==> src/aenc_pkg.sv <==
// Shared types and constants of the 16-bit arithmetic encoder.
package aenc_pkg;

    localparam int TABLE_DEPTH_DEF = 32;
    localparam int MAX_BYTES_DEF   = 15;

    localparam int SYM_W   = 5;
    localparam int BOUND_W = 16;
    localparam int RANGE_W = BOUND_W + 1;
    localparam int PROD_W  = BOUND_W + RANGE_W;
    localparam int CNT_W   = 5;

    localparam logic [BOUND_W-1:0] TOTAL_RESET = 16'h3FEE;
    localparam logic [BOUND_W-1:0] HALF        = 16'h8000;
    localparam logic [BOUND_W-1:0] QUARTER     = 16'h4000;
    localparam logic [BOUND_W-1:0] THREE_Q     = 16'hC000;
    localparam logic [BOUND_W-1:0] ALL_ONES    = 16'hFFFF;
    localparam logic [7:0]         BYTE_MSB    = 8'h80;
    localparam logic [3:0]         BITS_FULL   = 4'd8;
    localparam logic [5:0]         DIV_STEPS   = 6'd33;
    localparam logic [5:0]         GUARD_LIMIT = 6'd40;
    localparam logic [CNT_W-1:0]   BYTES_SAT   = 5'd31;
    localparam logic [7:0]         PEND_SAT    = 8'd255;

    typedef enum logic [1:0] {
        ACT_LOAD   = 2'd0,
        ACT_START  = 2'd1,
        ACT_ENCODE = 2'd2,
        ACT_FINISH = 2'd3
    } action_t;

    // Renormalization step chosen from the current bounds
    typedef enum logic [1:0] {
        RN_STOP  = 2'd0,
        RN_E3    = 2'd1,
        RN_EMIT0 = 2'd2,
        RN_EMIT1 = 2'd3
    } renorm_t;

    typedef struct packed {
        logic accept;     // request taken from the item channel
        logic rd_upper;   // read table entry s-1
        logic mul_upper;  // scale upper entry, read entry s
        logic mul_lower;  // scale lower entry, arm divider
        logic div_step;   // one quotient bit for both divisions
        logic update;     // new bounds from quotients
        logic e3;         // underflow step
        logic emit;       // emit step: bit plus bound shift
        logic drain;      // one pending bit
        logic fin_put;    // final 1 bit
        logic fin_part;   // flush partial byte
        logic fin_last;   // terminating zero byte
    } cmd_t;

    typedef struct packed {
        renorm_t rn;
        logic    guard_done;
        logic    pending_zero;
        logic    pending_one;
        logic    put_push;    // next bit completes a byte that gets stored
        logic    part_push;   // partial byte is nonzero and will be sent
        logic    out_free;    // output register can take a byte
        logic    div_last;
    } status_t;

endpackage

==> src/aenc_if.sv <==
// Handshake channel interfaces of the arithmetic encoder.
interface aenc_item_if;
    logic        valid;
    logic        ready;
    logic [1:0]  action;
    logic [4:0]  symbol;
    logic [15:0] table_value;

    modport source (output valid, action, symbol, table_value, input ready);
    modport sink   (input valid, action, symbol, table_value, output ready);
endinterface

interface aenc_code_if;
    logic       valid;
    logic       ready;
    logic [7:0] out_byte;
    logic       is_last;

    modport source (output valid, out_byte, is_last, input ready);
    modport sink   (input valid, out_byte, is_last, output ready);
endinterface

interface aenc_cfg_if;
    logic        valid;
    logic        ready;
    logic [15:0] total_count;

    modport source (output valid, total_count, input ready);
    modport sink   (input valid, total_count, output ready);
endinterface

==> src/aenc_ctrl.sv <==
// Sequencing state machine of the arithmetic encoder.
module aenc_ctrl
    import aenc_pkg::*;
(
    input  logic       clk,
    input  logic       rst_n,
    input  logic       in_valid,
    input  logic [1:0] in_action,
    output logic       in_ready,
    input  status_t    status,
    output cmd_t       cmd
);

    typedef enum logic [3:0] {
        S_IDLE,
        S_RD_UP,
        S_MUL_UP,
        S_MUL_LO,
        S_DIV,
        S_UPDATE,
        S_RENORM,
        S_DRAIN,
        S_FIN_PUT,
        S_FIN_DRAIN,
        S_FIN_PART,
        S_FIN_LAST
    } state_t;

    state_t state_reg;
    state_t state_next;
    logic   put_ok;

    assign put_ok   = !status.put_push || status.out_free;
    assign in_ready = (state_reg == S_IDLE);

    always_comb
    begin
        cmd        = '0;
        state_next = state_reg;
        unique case (state_reg)
            S_IDLE:
            begin
                if (in_valid)
                begin
                    cmd.accept = 1'b1;
                    unique case (action_t'(in_action))
                        ACT_ENCODE: state_next = S_RD_UP;
                        ACT_FINISH: state_next = S_FIN_PUT;
                        ACT_LOAD, ACT_START: state_next = S_IDLE;
                    endcase
                end
            end
            S_RD_UP:
            begin
                cmd.rd_upper = 1'b1;
                state_next   = S_MUL_UP;
            end
            S_MUL_UP:
            begin
                cmd.mul_upper = 1'b1;
                state_next    = S_MUL_LO;
            end
            S_MUL_LO:
            begin
                cmd.mul_lower = 1'b1;
                state_next    = S_DIV;
            end
            S_DIV:
            begin
                cmd.div_step = 1'b1;
                if (status.div_last)
                    state_next = S_UPDATE;
            end
            S_UPDATE:
            begin
                cmd.update = 1'b1;
                state_next = S_RENORM;
            end
            S_RENORM:
            begin
                if (status.guard_done)
                    state_next = S_IDLE;
                else
                begin
                    unique case (status.rn)
                        RN_STOP: state_next = S_IDLE;
                        RN_E3:   cmd.e3 = 1'b1;
                        RN_EMIT0, RN_EMIT1:
                        begin
                            if (put_ok)
                            begin
                                cmd.emit = 1'b1;
                                if (!status.pending_zero)
                                    state_next = S_DRAIN;
                            end
                        end
                    endcase
                end
            end
            S_DRAIN:
            begin
                if (put_ok)
                begin
                    cmd.drain = 1'b1;
                    if (status.pending_one)
                        state_next = S_RENORM;
                end
            end
            S_FIN_PUT:
            begin
                if (put_ok)
                begin
                    cmd.fin_put = 1'b1;
                    state_next  = status.pending_zero ? S_FIN_PART : S_FIN_DRAIN;
                end
            end
            S_FIN_DRAIN:
            begin
                if (put_ok)
                begin
                    cmd.drain = 1'b1;
                    if (status.pending_one)
                        state_next = S_FIN_PART;
                end
            end
            S_FIN_PART:
            begin
                if (!status.part_push || status.out_free)
                begin
                    cmd.fin_part = 1'b1;
                    state_next   = S_FIN_LAST;
                end
            end
            S_FIN_LAST:
            begin
                if (status.out_free)
                begin
                    cmd.fin_last = 1'b1;
                    state_next   = S_IDLE;
                end
            end
            default: state_next = S_IDLE;
        endcase
    end

    always_ff @(posedge clk or negedge rst_n)
    begin
        if (!rst_n)
            state_reg <= S_IDLE;
        else
            state_reg <= state_next;
    end

endmodule

==> src/aenc_datapath.sv <==
// Bounds, count table, dividers, bit packer and output register of the encoder.
module aenc_datapath
    import aenc_pkg::*;
#(
    parameter int TABLE_DEPTH = TABLE_DEPTH_DEF,
    parameter int MAX_BYTES   = MAX_BYTES_DEF
)
(
    input  logic               clk,
    input  logic               rst_n,
    input  cmd_t               cmd,
    output status_t            status,
    input  logic [1:0]         in_action,
    input  logic [SYM_W-1:0]   in_symbol,
    input  logic [BOUND_W-1:0] in_table_value,
    input  logic               cfg_valid,
    output logic               cfg_ready,
    input  logic [BOUND_W-1:0] cfg_total_count,
    output logic               out_valid,
    input  logic               out_ready,
    output logic [7:0]         out_byte,
    output logic               out_last
);

    localparam int AW = (TABLE_DEPTH > 1) ? $clog2(TABLE_DEPTH) : 1;

    logic [BOUND_W-1:0] mem [TABLE_DEPTH];

    logic [BOUND_W-1:0] total_reg;
    logic [BOUND_W-1:0] high_reg;
    logic [BOUND_W-1:0] low_reg;
    logic [7:0]         pend_reg;
    logic [7:0]         shift_reg;
    logic [3:0]         bits_reg;
    logic [CNT_W-1:0]   bytes_reg;
    logic               bit_reg;
    logic [SYM_W-1:0]   sym_reg;
    logic [RANGE_W-1:0] range_reg;
    logic [PROD_W-1:0]  prod_up_reg;
    logic [PROD_W-1:0]  prod_lo_reg;
    logic [BOUND_W-1:0] rem_up_reg;
    logic [BOUND_W-1:0] rem_lo_reg;
    logic [5:0]         div_cnt_reg;
    logic [5:0]         guard_reg;
    logic [BOUND_W-1:0] rd_data_reg;
    logic               rd_zero_reg;
    logic               out_valid_reg;
    logic [7:0]         out_byte_reg;
    logic               out_last_reg;

    action_t            act;
    logic               wr_en;
    logic [AW-1:0]      wr_addr;
    logic [SYM_W-1:0]   rd_idx;
    logic               rd_en;
    logic               rd_in_range;
    logic [AW-1:0]      rd_addr;
    logic [BOUND_W-1:0] tot;
    logic [BOUND_W-1:0] tbl_val;
    logic [BOUND_W-1:0] upper_sel;
    logic [RANGE_W-1:0] ru_up;
    logic [RANGE_W-1:0] ru_lo;
    logic               ge_up;
    logic               ge_lo;
    renorm_t            rn;
    logic [BOUND_W-1:0] offs;
    logic [BOUND_W-1:0] high_add;
    logic [BOUND_W-1:0] low_add;
    logic               put_en;
    logic               put_val;
    logic [7:0]         shift_put;
    logic               byte_done;
    logic               store_ok;
    logic [7:0]         part_val;
    logic               part_push;
    logic               put_push;
    logic               out_load;
    logic [7:0]         out_load_byte;
    logic               out_free;
    logic [CNT_W-1:0]   bytes_inc;

    assign act       = action_t'(in_action);
    assign cfg_ready = 1'b1;

    // Table write on a load request, silently dropped past the table end
    assign wr_en   = cmd.accept && (act == ACT_LOAD) && (32'(in_symbol) < TABLE_DEPTH);
    assign wr_addr = AW'(in_symbol);

    assign rd_idx      = cmd.rd_upper ? (sym_reg - SYM_W'(1)) : sym_reg;
    assign rd_en       = cmd.rd_upper || cmd.mul_upper;
    assign rd_in_range = (32'(rd_idx) < TABLE_DEPTH);
    assign rd_addr     = AW'(rd_idx);

    always_ff @(posedge clk)
    begin
        if (wr_en)
            mem[wr_addr] <= in_table_value;
        if (rd_en)
        begin
            rd_data_reg <= mem[rd_addr];
            rd_zero_reg <= !rd_in_range;
        end
    end

    assign tot       = (total_reg == '0) ? BOUND_W'(1) : total_reg;
    assign tbl_val   = rd_zero_reg ? '0 : rd_data_reg;
    assign upper_sel = (sym_reg == '0) ? total_reg : tbl_val;

    // One restoring-division step on each of the two scaled products
    assign ru_up = {rem_up_reg, prod_up_reg[PROD_W-1]};
    assign ru_lo = {rem_lo_reg, prod_lo_reg[PROD_W-1]};
    assign ge_up = (ru_up >= {1'b0, tot});
    assign ge_lo = (ru_lo >= {1'b0, tot});

    // Renormalization decision
    always_comb
    begin
        if (high_reg >= HALF)
        begin
            if (low_reg >= HALF)
                rn = RN_EMIT1;
            else if (low_reg < QUARTER || high_reg >= THREE_Q)
                rn = RN_STOP;
            else
                rn = RN_E3;
        end
        else
            rn = RN_EMIT0;
    end

    always_comb
    begin
        unique case (rn)
            RN_E3:    offs = THREE_Q;
            RN_EMIT1: offs = HALF;
            RN_EMIT0, RN_STOP: offs = '0;
        endcase
    end

    assign high_add = high_reg + offs;
    assign low_add  = low_reg + offs;

    // Bit packer, LSB first
    assign put_en    = cmd.emit || cmd.drain || cmd.fin_put;
    assign put_val   = cmd.emit ? (rn == RN_EMIT1) : (cmd.drain ? !bit_reg : 1'b1);
    assign shift_put = (put_val ? BYTE_MSB : 8'h00) | (shift_reg >> 1);
    assign byte_done = (bits_reg == 4'd1);
    assign store_ok  = (bytes_reg < CNT_W'(MAX_BYTES));
    assign put_push  = byte_done && store_ok;
    assign part_val  = shift_reg >> bits_reg;
    assign part_push = (bits_reg < BITS_FULL) && (part_val != '0);
    assign bytes_inc = (bytes_reg != BYTES_SAT) ? bytes_reg + CNT_W'(1) : bytes_reg;

    assign out_free = !out_valid_reg || out_ready;
    assign out_load = (put_en && put_push) || (cmd.fin_part && part_push) || cmd.fin_last;

    always_comb
    begin
        priority if (cmd.fin_last)
            out_load_byte = '0;
        else if (cmd.fin_part)
            out_load_byte = part_val;
        else
            out_load_byte = shift_put;
    end

    // Coder state
    always_ff @(posedge clk or negedge rst_n)
    begin
        if (!rst_n)
        begin
            total_reg <= TOTAL_RESET;
            high_reg  <= ALL_ONES;
            low_reg   <= '0;
            pend_reg  <= '0;
            shift_reg <= '0;
            bits_reg  <= BITS_FULL;
            bytes_reg <= '0;
            bit_reg   <= 1'b0;
            guard_reg <= '0;
        end
        else
        begin
            if (cfg_valid)
                total_reg <= cfg_total_count;

            priority if (cmd.accept && act == ACT_START)
            begin
                high_reg  <= ALL_ONES;
                low_reg   <= '0;
                pend_reg  <= '0;
                shift_reg <= '0;
                bits_reg  <= BITS_FULL;
                bytes_reg <= '0;
            end
            else if (cmd.update)
            begin
                high_reg  <= prod_up_reg[BOUND_W-1:0] + low_reg - BOUND_W'(1);
                low_reg   <= prod_lo_reg[BOUND_W-1:0] + low_reg;
                guard_reg <= '0;
            end
            else if (cmd.e3 || cmd.emit)
            begin
                high_reg  <= {high_add[BOUND_W-2:0], 1'b1};
                low_reg   <= {low_add[BOUND_W-2:0], 1'b0};
                guard_reg <= guard_reg + 6'd1;
                if (cmd.e3 && pend_reg != PEND_SAT)
                    pend_reg <= pend_reg + 8'd1;
            end
            else if (cmd.fin_part)
            begin
                if (bits_reg < BITS_FULL)
                    shift_reg <= part_val;
                if (part_push)
                    bytes_reg <= bytes_inc;
            end
            else if (cmd.fin_last)
                bytes_reg <= bytes_inc;

            if (put_en)
            begin
                shift_reg <= shift_put;
                bits_reg  <= byte_done ? BITS_FULL : bits_reg - 4'd1;
                if (put_push)
                    bytes_reg <= bytes_inc;
                if (cmd.emit || cmd.fin_put)
                    bit_reg <= put_val;
                if (cmd.drain)
                    pend_reg <= pend_reg - 8'd1;
            end
        end
    end

    // Scaling and division
    always_ff @(posedge clk or negedge rst_n)
    begin
        if (!rst_n)
            div_cnt_reg <= '0;
        else if (cmd.mul_lower)
            div_cnt_reg <= DIV_STEPS;
        else if (cmd.div_step)
            div_cnt_reg <= div_cnt_reg - 6'd1;
    end

    always_ff @(posedge clk)
    begin
        if (cmd.accept && act == ACT_ENCODE)
        begin
            sym_reg   <= in_symbol;
            range_reg <= RANGE_W'(high_reg) - RANGE_W'(low_reg) + RANGE_W'(1);
        end
        if (cmd.mul_upper)
            prod_up_reg <= PROD_W'(upper_sel) * PROD_W'(range_reg);
        if (cmd.mul_lower)
        begin
            prod_lo_reg <= PROD_W'(tbl_val) * PROD_W'(range_reg);
            rem_up_reg  <= '0;
            rem_lo_reg  <= '0;
        end
        if (cmd.div_step)
        begin
            rem_up_reg  <= ge_up ? BOUND_W'(ru_up - {1'b0, tot}) : ru_up[BOUND_W-1:0];
            rem_lo_reg  <= ge_lo ? BOUND_W'(ru_lo - {1'b0, tot}) : ru_lo[BOUND_W-1:0];
            prod_up_reg <= {prod_up_reg[PROD_W-2:0], ge_up};
            prod_lo_reg <= {prod_lo_reg[PROD_W-2:0], ge_lo};
        end
    end

    // Output register
    always_ff @(posedge clk or negedge rst_n)
    begin
        if (!rst_n)
            out_valid_reg <= 1'b0;
        else if (out_load)
            out_valid_reg <= 1'b1;
        else if (out_ready)
            out_valid_reg <= 1'b0;
    end

    always_ff @(posedge clk)
    begin
        if (out_load)
        begin
            out_byte_reg <= out_load_byte;
            out_last_reg <= cmd.fin_last;
        end
    end

    assign out_valid = out_valid_reg;
    assign out_byte  = out_byte_reg;
    assign out_last  = out_last_reg;

    always_comb
    begin
        status.rn           = rn;
        status.guard_done   = (guard_reg == GUARD_LIMIT);
        status.pending_zero = (pend_reg == '0);
        status.pending_one  = (pend_reg == 8'd1);
        status.put_push     = put_push;
        status.part_push    = part_push;
        status.out_free     = out_free;
        status.div_last     = (div_cnt_reg == 6'd1);
    end

`ifndef SYNTHESIS
    a_bits_range: assert property (@(posedge clk) disable iff (!rst_n)
        (bits_reg != 4'd0) && (bits_reg <= BITS_FULL))
        else $error("bits_left out of range");

    a_drain_pending: assert property (@(posedge clk) disable iff (!rst_n)
        cmd.drain |-> (pend_reg != '0))
        else $error("pending drain with no pending bits");

    a_out_overrun: assert property (@(posedge clk) disable iff (!rst_n)
        out_load |-> out_free)
        else $error("output byte overwritten before it was taken");

    a_rem_bound: assert property (@(posedge clk) disable iff (!rst_n)
        cmd.div_step |-> (rem_up_reg < tot) && (rem_lo_reg < tot))
        else $error("divider remainder not below divisor");
`endif

endmodule

==> src/arithmetic_encoder_16bit_unit.sv <==
// Top level of the 16-bit integer arithmetic encoder.
// Items arrive on the items channel: a load writes one cumulative count into the
// table, a start resets the coder bounds and counters, an encode narrows the
// interval for one symbol and renormalizes, and a finish flushes a final 1 bit,
// the pending bits, the partial byte when it is nonzero, and a zero byte flagged
// is_last. Code bytes leave on the codes channel, LSB first, through a single
// output register, so a new item can be taken while a byte still waits there. An
// encode reads the table and scales the upper and lower entries, runs the
// restoring divider (both quotients computed side by side, one bit per cycle),
// updates the bounds, then renormalizes, one step per shift and one per pending
// underflow bit sent, until the bounds call for a stop or the guard limit is hit.
// A finish puts the final bit, sends the pending bits, then the partial byte and
// the last byte. Any byte that finds the output register still full waits until
// the sink takes the old one. The count table is not initialized: entries must
// be loaded before use. The total_count register is written on the cfg channel,
// which is always ready, and must only be written while the encoder is idle.
module arithmetic_encoder_16bit_unit
    import aenc_pkg::*;
#(
    parameter int TABLE_DEPTH = TABLE_DEPTH_DEF,
    parameter int MAX_BYTES   = MAX_BYTES_DEF
)
(
    input  logic        clk,
    input  logic        rst_n,
    aenc_item_if.sink   items,
    aenc_code_if.source codes,
    aenc_cfg_if.sink    cfg
);

    cmd_t    cmd;
    status_t status;

    // Sequencer: owns the item channel handshake
    aenc_ctrl u_ctrl (
        .clk       (clk),
        .rst_n     (rst_n),
        .in_valid  (items.valid),
        .in_action (items.action),
        .in_ready  (items.ready),
        .status    (status),
        .cmd       (cmd)
    );

    // Datapath: table memory, bounds, dividers, byte packer, output register
    aenc_datapath #(
        .TABLE_DEPTH (TABLE_DEPTH),
        .MAX_BYTES   (MAX_BYTES)
    ) u_datapath (
        .clk             (clk),
        .rst_n           (rst_n),
        .cmd             (cmd),
        .status          (status),
        .in_action       (items.action),
        .in_symbol       (items.symbol),
        .in_table_value  (items.table_value),
        .cfg_valid       (cfg.valid),
        .cfg_ready       (cfg.ready),
        .cfg_total_count (cfg.total_count),
        .out_valid       (codes.valid),
        .out_ready       (codes.ready),
        .out_byte        (codes.out_byte),
        .out_last        (codes.is_last)
    );

endmodule
==> src/flat_wrapper.sv <==
// flat-port wrapper written by rule: the top's interface ports become plain ports
module arithmetic_encoder_16bit_unit_flat import aenc_pkg::*;
#(
    parameter int TABLE_DEPTH = TABLE_DEPTH_DEF,
    parameter int MAX_BYTES   = MAX_BYTES_DEF
)
  (clk, rst_n, items_valid, items_action, items_symbol, items_table_value, items_ready, codes_valid, codes_out_byte, codes_is_last, codes_ready, cfg_valid, cfg_total_count, cfg_ready);
  aenc_item_if items_i ();
  aenc_code_if codes_i ();
  aenc_cfg_if cfg_i ();
  input  logic clk;
  input  logic rst_n;
  input wire logic [$bits(items_i.valid)-1:0] items_valid;
  input wire logic [$bits(items_i.action)-1:0] items_action;
  input wire logic [$bits(items_i.symbol)-1:0] items_symbol;
  input wire logic [$bits(items_i.table_value)-1:0] items_table_value;
  output wire logic [$bits(items_i.ready)-1:0] items_ready;
  output wire logic [$bits(codes_i.valid)-1:0] codes_valid;
  output wire logic [$bits(codes_i.out_byte)-1:0] codes_out_byte;
  output wire logic [$bits(codes_i.is_last)-1:0] codes_is_last;
  input wire logic [$bits(codes_i.ready)-1:0] codes_ready;
  input wire logic [$bits(cfg_i.valid)-1:0] cfg_valid;
  input wire logic [$bits(cfg_i.total_count)-1:0] cfg_total_count;
  output wire logic [$bits(cfg_i.ready)-1:0] cfg_ready;
  assign items_i.valid = items_valid;
  assign items_i.action = items_action;
  assign items_i.symbol = items_symbol;
  assign items_i.table_value = items_table_value;
  assign items_ready = items_i.ready;
  assign codes_valid = codes_i.valid;
  assign codes_out_byte = codes_i.out_byte;
  assign codes_is_last = codes_i.is_last;
  assign codes_i.ready = codes_ready;
  assign cfg_i.valid = cfg_valid;
  assign cfg_i.total_count = cfg_total_count;
  assign cfg_ready = cfg_i.ready;
  arithmetic_encoder_16bit_unit #(.TABLE_DEPTH(TABLE_DEPTH), .MAX_BYTES(MAX_BYTES)) u_core (.clk(clk), .rst_n(rst_n), .items(items_i), .codes(codes_i), .cfg(cfg_i));
endmodule
==> config.mk <==
export PLATFORM = sky130hd
export DESIGN_NAME = arithmetic_encoder_16bit_unit_flat
export DESIGN_NICKNAME = d
export VERILOG_FILES = /design/src/aenc_pkg.sv /design/src/aenc_if.sv /design/src/aenc_ctrl.sv /design/src/aenc_datapath.sv /design/src/arithmetic_encoder_16bit_unit.sv /design/src/flat_wrapper.sv
export SDC_FILE = /design/constraint.sdc
export NUM_CORES = 2
export LEC_CHECK = 0
export BUFFER_PORTS_ARGS = -buffer_cell sky130_fd_sc_hd__buf_2
export CORE_ASPECT_RATIO = 1.4
export CORE_MARGIN = 2
export CORE_UTILIZATION = 65
export DETAILED_ROUTE_END_ITERATION = 10
export GPL_TIMING_DRIVEN = 0
export PLACE_DENSITY = 0.82
export SLEW_MARGIN = 20
export SYNTH_ARGS = -nofsm -noshare
export SYNTH_HDL_FRONTEND = slang
export SYNTH_HIERARCHICAL = 1
export SYNTH_SLANG_ARGS = --single-unit
==> constraint.sdc <==
create_clock -name clk -period 8.4 [get_ports clk]
set_input_delay 0.42 -clock clk [delete_from_list [all_inputs] [get_ports clk]]
set_output_delay 0.42 -clock clk [all_outputs]
set_load 0.03 [all_outputs]
# [Word level (Yosys, flattened, before mapping)]
# Memory sizes are Yosys's and may differ from the RTL's. A register that Yosys moved wholly into a read port is not among the register bits.
# Cells that the tools add are included.
[word_totals] register_bits=220 mem_count=1 word_cells=225 ramBits=512 romBits=0 in_bits=44 out_inout_bits=12 latchBits=0
[op_classes] n_reduce_logical=46 div_mod_pow=0 n_shift=1 mul=2 n_eq_ne=37 n_addsub=16 n_lt_le_gt_ge=8 n_bitwise=2 n_mux=92
[memory_table] name="u_core.u_datapath.mem" depth=32 word_bits=16 read_ports=1 rd_ports_with_merged_regs=1 write_ports=1 line="aenc_datapath.sv:27" source="logic [BOUND_W-1:0] mem [TABLE_DEPTH];"
[ops] cell="2-to-1 mux 16 bit" count=13
[ops] cell="2-to-1 mux 33 bit" count=4
[ops] cell="2-to-1 mux 8 bit" count=14
[ops] cell="multiplier 16 x 17 -> 33 bit" count=2
[ops] cell="2-to-1 mux 4 bit" count=15
[ops] cell="2-to-1 mux 5 bit" count=10
[ops] cell=">= comparator 16 bit (second input constant)" count=3
[ops] cell="case mux 4 bit (12 select lines)" count=1
[ops] cell="case mux 15 bit (3 select lines)" count=1
[ops] cell=">= comparator 17 x 16 -> 1 bit" count=2
[ops] cell="adder 16 bit" count=2
[ops] cell="subtractor 16 bit" count=2
[ops] cell="adder 15 bit" count=2
[ops] cell="2-to-1 mux 6 bit" count=4
[ops] cell="2-to-1 mux 1 bit" count=23
[ops] cell="adder 17 x 1 -> 17 bit (second input constant)" count=1
[ops] cell="subtractor 16 x 16 -> 17 bit" count=1
[ops] cell="== test 4 x 3 -> 1 bit (second input constant)" count=4
[ops] cell="== test 4 bit (second input constant)" count=4
[ops] cell="zero test 16 bit" count=1
[ops] cell="less-than comparator 16 x 15 -> 1 bit (second input constant)" count=1
[ops] cell="subtractor 16 x 1 -> 16 bit (second input constant)" count=1
[ops] cell="!= test 2 bit (second input constant)" count=6
[ops] cell="case mux 4 bit (3 select lines)" count=1
[ops] cell="other kinds (41)" count=86

# [Longest topological paths before layout]
[logic_depth] depth_word=17 mapped_depth=27 ltp_nobuf=25

# [By module]
# The synthesis kept the hierarchy.
[modules_own_cells] module="aenc_datapath" area_each_um2=52076.2 n_inst=1 cells_each=4332 seq_area_each_um2=21942.3
[modules_own_cells] module="aenc_ctrl" area_each_um2=569.3 n_inst=1 cells_each=68 seq_area_each_um2=100.1

# [Worst setup path before layout]
# No wires, ideal clock.
[synth_timing] path_type="register to register" start="reg u_core.u_datapath.sym_reg[0]" end="reg u_core.u_datapath.prod_up_reg[26] (data pin)" arrival_time_ns=7.118 period_less_slack_ns=7.373 path_buffers=2 t_required_ns=8.144 setup_time_ns=0.256 slack_ns=1.027 path_stages_with_launch=26 cell_sequence="edfxtp_1 > inv_1 > ha_1 > nor4b_2 > buf_2 > mux2_2 > clkbuf_1 > nand2_1 > fa_1 > fa_1 > inv_1 > fa_1 > fa_1 > fa_1 > inv_1 > fa_1 > inv_1 > ha_1 > a21oi_1 > o211ai_1 > nor3_1 > a21oi_1 > o2111a_1 > o31a_1 > or3_1 > a31o_2"
[synth_between] elab_chain_cells=5
[synth_lines] item="start, declared" line="aenc_datapath.sv:37" source="logic [SYM_W-1:0] sym_reg;"
[synth_lines] item="start signal, assigned" line="aenc_datapath.sv:249" source="sym_reg <= in_symbol;"
[synth_lines] item="zero test 5 bit" line="aenc_datapath.sv:107" source="assign upper_sel = (sym_reg == '0) ? total_reg : tbl_val;"
[synth_lines] item="2-to-1 mux 16 bit" line="aenc_datapath.sv:107"
[synth_lines] item="multiplier 16 x 17 -> 33 bit" line="aenc_datapath.sv:253" source="prod_up_reg <= PROD_W'(upper_sel) * PROD_W'(range_reg);"
[synth_lines] item="2-to-1 mux 33 bit" line="aenc_datapath.sv:252" source="if (cmd.mul_upper)"
[synth_lines] item="2-to-1 mux 33 bit" line="aenc_datapath.sv:260" source="if (cmd.div_step)"
[synth_lines] item="end signal, assigned" line="aenc_datapath.sv:253"
[synth_lines] item="end signal, assigned" line="aenc_datapath.sv:264" source="prod_up_reg <= {prod_up_reg[PROD_W-2:0], ge_up};"
[synth_lines] item="end, declared" line="aenc_datapath.sv:39" source="logic [PROD_W-1:0] prod_up_reg;"
# Every way passes these cells. The select of a mux whose other input is x is not followed.
# A chain may end at the register's enable or synchronous reset.

# [Worst setup path after layout]
# Same ends and word-level chain as after synthesis.

==> summary.md <==
| Metric | Value |
|---|---|
| Total overflow reported by the global router | `0` |
| CTS Sinks | `748` |
| Crit path DAT | `8.58 ns` |
| Top area cells in the synthesized netlist | `edfxtp_1, fa_1, ha_1, mux4_2, inv_1` |
| Clock latency reported for the late side of the worst-skew pair | `0.66 ns` |
| FP Rows | `123` |
| Antenna violations before repair | `7` |
| Biggest area consumer among synthesized cells | `edfxtp_1` |
| CTS Buf Count | `73` |
| Aggregate global-route resource usage | `0.369` |
| Seq cells post-synth | `748` |
| Root Buffer | `clkbuf_16` |
| Number of enable-type register cells in the synthesized netlist | `657` |
| Library cells used by synthesis | `99` |
| Layout filler cell count | `5310` |
| Most common cell in the netlist | `edfxtp_1` |
| Number of max-cap violations | `0` |
| Kind of end point of the critical path | `register` |
| Required time worst endpoint | `8.81 ns` |
| Critical path startpoint category | `register` |
| Share of post-route cells with drive strength above 1 | `0.116` |
| Initial core utilization | `0.655` |
| Flip-flop cell with the highest count after synthesis | `edfxtp_1` |
| Portion of synthesized cell area occupied by the leading cell type | `0.375` |
| End-of-flow core utilization | `0.711` |
| Wire length of the first global-routing pass | `228000 µm` |
| Run status | `complete, no violations` |
| Core outline area | `0.0803 mm²` |
| Clock H-tree levels | `3` |
| Tightest Hold Check Type | `in -> reg` |
| Height of the chip | `341 µm` |
| Multi-input logic area | `0.0277 mm²` |
| Share of flip-flops with an asynchronous set or reset after synthesis | `0.122` |
| TritonCTS clock tree | `yes` |
| Die Footprint | `0.0833 mm²` |
| Post-synthesis sequential area ratio | `0.419` |
| Instance count of the mapped netlist | `4400` |
| Via density per instance | `6.47` |
| Tmin final | `8.17 ns` |
| GPL Wtd Cong | `1.02` |
| Total of endpoints with negative setup slack in the final report | `0` |
| Routed via count | `36700` |
| WS Path Type | `reg -> reg` |
| Rel. slew slack | `0.156` |
| Antenna-violating nets left | `0` |
| Largest net degree at the start of global routing | `76` |
| Count of endpoints failing hold in the final timing report | `0` |
| Worst clock skew on the final layout | `0.0391 ns` |
| Reg area | `0.0220 mm²` |
| Number of synthesis warnings | `6` |
| Commonest cells in the netlist | `edfxtp_1, inv_1, nand2_1` |
| Transition time of the tightest slew-check pin | `1.26 ns` |
| RSZ-0062 raised after global routing | `no` |
| Clock Pin Slew Worst Setup and Hold Paths | `0.07 ns` |
| Number of input and output port buffers inserted | `54` |
| Number of flip-flops under the largest register name | `512` |
| Number of detailed-route iterations in the first pass | `6` |
| Post-Syn Nets | `5195` |
| Half-perimeter wire length after placement | `105000 µm` |
| Nets | `5332` |
| Detailed Route WL | `148000 µm` |
| Cell area after synthesis | `0.0526 mm²` |
| Final worst path period share | `0.972` |
| Max Root-Sink Buffers | `3` |
| Width of the die | `245 µm` |
| Final routed DRC violation total | `0` |
| Largest driver fanout on the critical path | `10` |
| Vias in the first global route | `38500` |
| Number of top-level pins | `56` |
| Final Slew Violations | `0` |
| Average wire per standard cell | `26.1 µm` |
| Drt initial violations | `3927` |
| Mean cell area of the mapped netlist | `12.0 µm²` |
| Top achievable clock speed | `0.122 GHz` |
| Signed area change from the synthesized netlist to the final layout | `8.56%` |
timing repair:
action,CTS,global route
pin swaps,0,0
gates resized for setup,2,10
hold buffers,2,0
setup buffers,2,0
setup endpoints to repair,5,5
endpoints found under the hold margin,75,0
path summary, 6_finish.rpt:
| path | startpoint | to | slack [ns] | cells after the start |
|---|---|---|---|---|
| worst max register to register | u_core/u_datapath/sym_reg[0] | u_core/u_datapath/prod_up_reg[26] | 0.23 | 26 |
| min in group asynchronous | rst_n | u_core/u_datapath/total_reg[15] | 0.23 | 2 |
| worst min-delay path | cfg_total_count[11] | u_core/u_datapath/total_reg[11] | 0.02 | 3 |
| max in group asynchronous | rst_n | u_core/u_datapath/high_reg[12] | 7.42 | 3 |
| worst min register to register | u_core/u_datapath/bit_reg | u_core/u_datapath/bit_reg | 0.49 | 2 |
| worst max-delay path | u_core/u_datapath/sym_reg[0] | u_core/u_datapath/prod_up_reg[26] | 0.23 | 26 |
worst max-delay path: stages (launching register included):
cell	delay, ns
edfxtp_1	0.44
inv_1	0.14
ha_1	0.20
nor4b_4	0.19
buf_4	0.21
buf_2	0.31
mux2_2	0.43
clkbuf_2	0.34
nand2_1	0.12
fa_1	0.57
inv_1	0.07
fa_1	0.50
fa_1	0.59
fa_1	0.47
fa_1	0.49
inv_1	0.05
fa_1	0.53
inv_1	0.06
ha_1	0.35
a21oi_1	0.29
o211ai_1	0.14
nor3_1	0.20
a21oi_2	0.16
o2111a_1	0.27
o31a_1	0.25
or3_1	0.30
a31o_2	0.24
final cells by class:
type / count / share of cell area
Antenna cell: 8 / 0.000350
Buffer: 187 / 0.0136
Clock buffer: 91 / 0.0350
Clock inverter: 42 / 0.00900
Inverter: 593 / 0.0389
Multi-Input combinational cell: 2863 / 0.485
Sequential cell: 748 / 0.386
Tap cell: 1062 / 0.0233
Timing Repair Buffer: 71 / 0.00906
cells in the final DEF (no fill, tap or decap), types with 74 or more instances in the layout:
cell type / instances
edfxtp_1: 657
inv_1: 591
nand2_1: 506
fa_1: 421
ha_1: 330
and2_1: 187
mux4_2: 163
nor2_1: 157
clkbuf_1: 151
o21ai_0: 150
a21oi_1: 142
clkbuf_16: 76
xnor2_1: 74
stage by stage:
| step | TNS (ns) | cell area (µm²) | cells | worst slack, ns | hold slack (ns) |
|---|---|---|---|---|---|
| global route | 0 | 57100 | 5657 | 0.0341 | 0.0291 |
| CTS | 0 | 57100 | 5666 | 0.0926 | 0.00486 |
| global placement | -1.88 | 54200 | 5516 | -0.496 | 0.462 |
| floorplan | 0 | 52600 | 4400 | 1.03 | 0.124 |
| detailed placement | -0.588 | 54600 | 5529 | -0.256 | 0.279 |
| finish | 0 | 57100 | 5665 | 0.232 | 0.0225 |
routing by layer:
metal  track usage  part of all wire  wire length [µm]
met5             0           0.00039                58
met4         0.313              0.10             15200
met3        0.0768             0.084             12300
met2         0.611              0.49             72000
met1         0.410              0.32             47900
kinds of logic after synthesis:
logic type      count (synthesis)  share of synthesized area
simple gates                 1167                      0.106
flops                         748                      0.419
fa+ha+maj                     751                      0.239
other cells                     1                  0.0000712
mux                           253                     0.0887
compound gates                577                     0.0716
xor+xnor                      114                     0.0190
buf+inv                       789                     0.0575
Power is not shown: default switching activity piles up to over one toggle a cycle in this logic, so the estimate is an artifact.
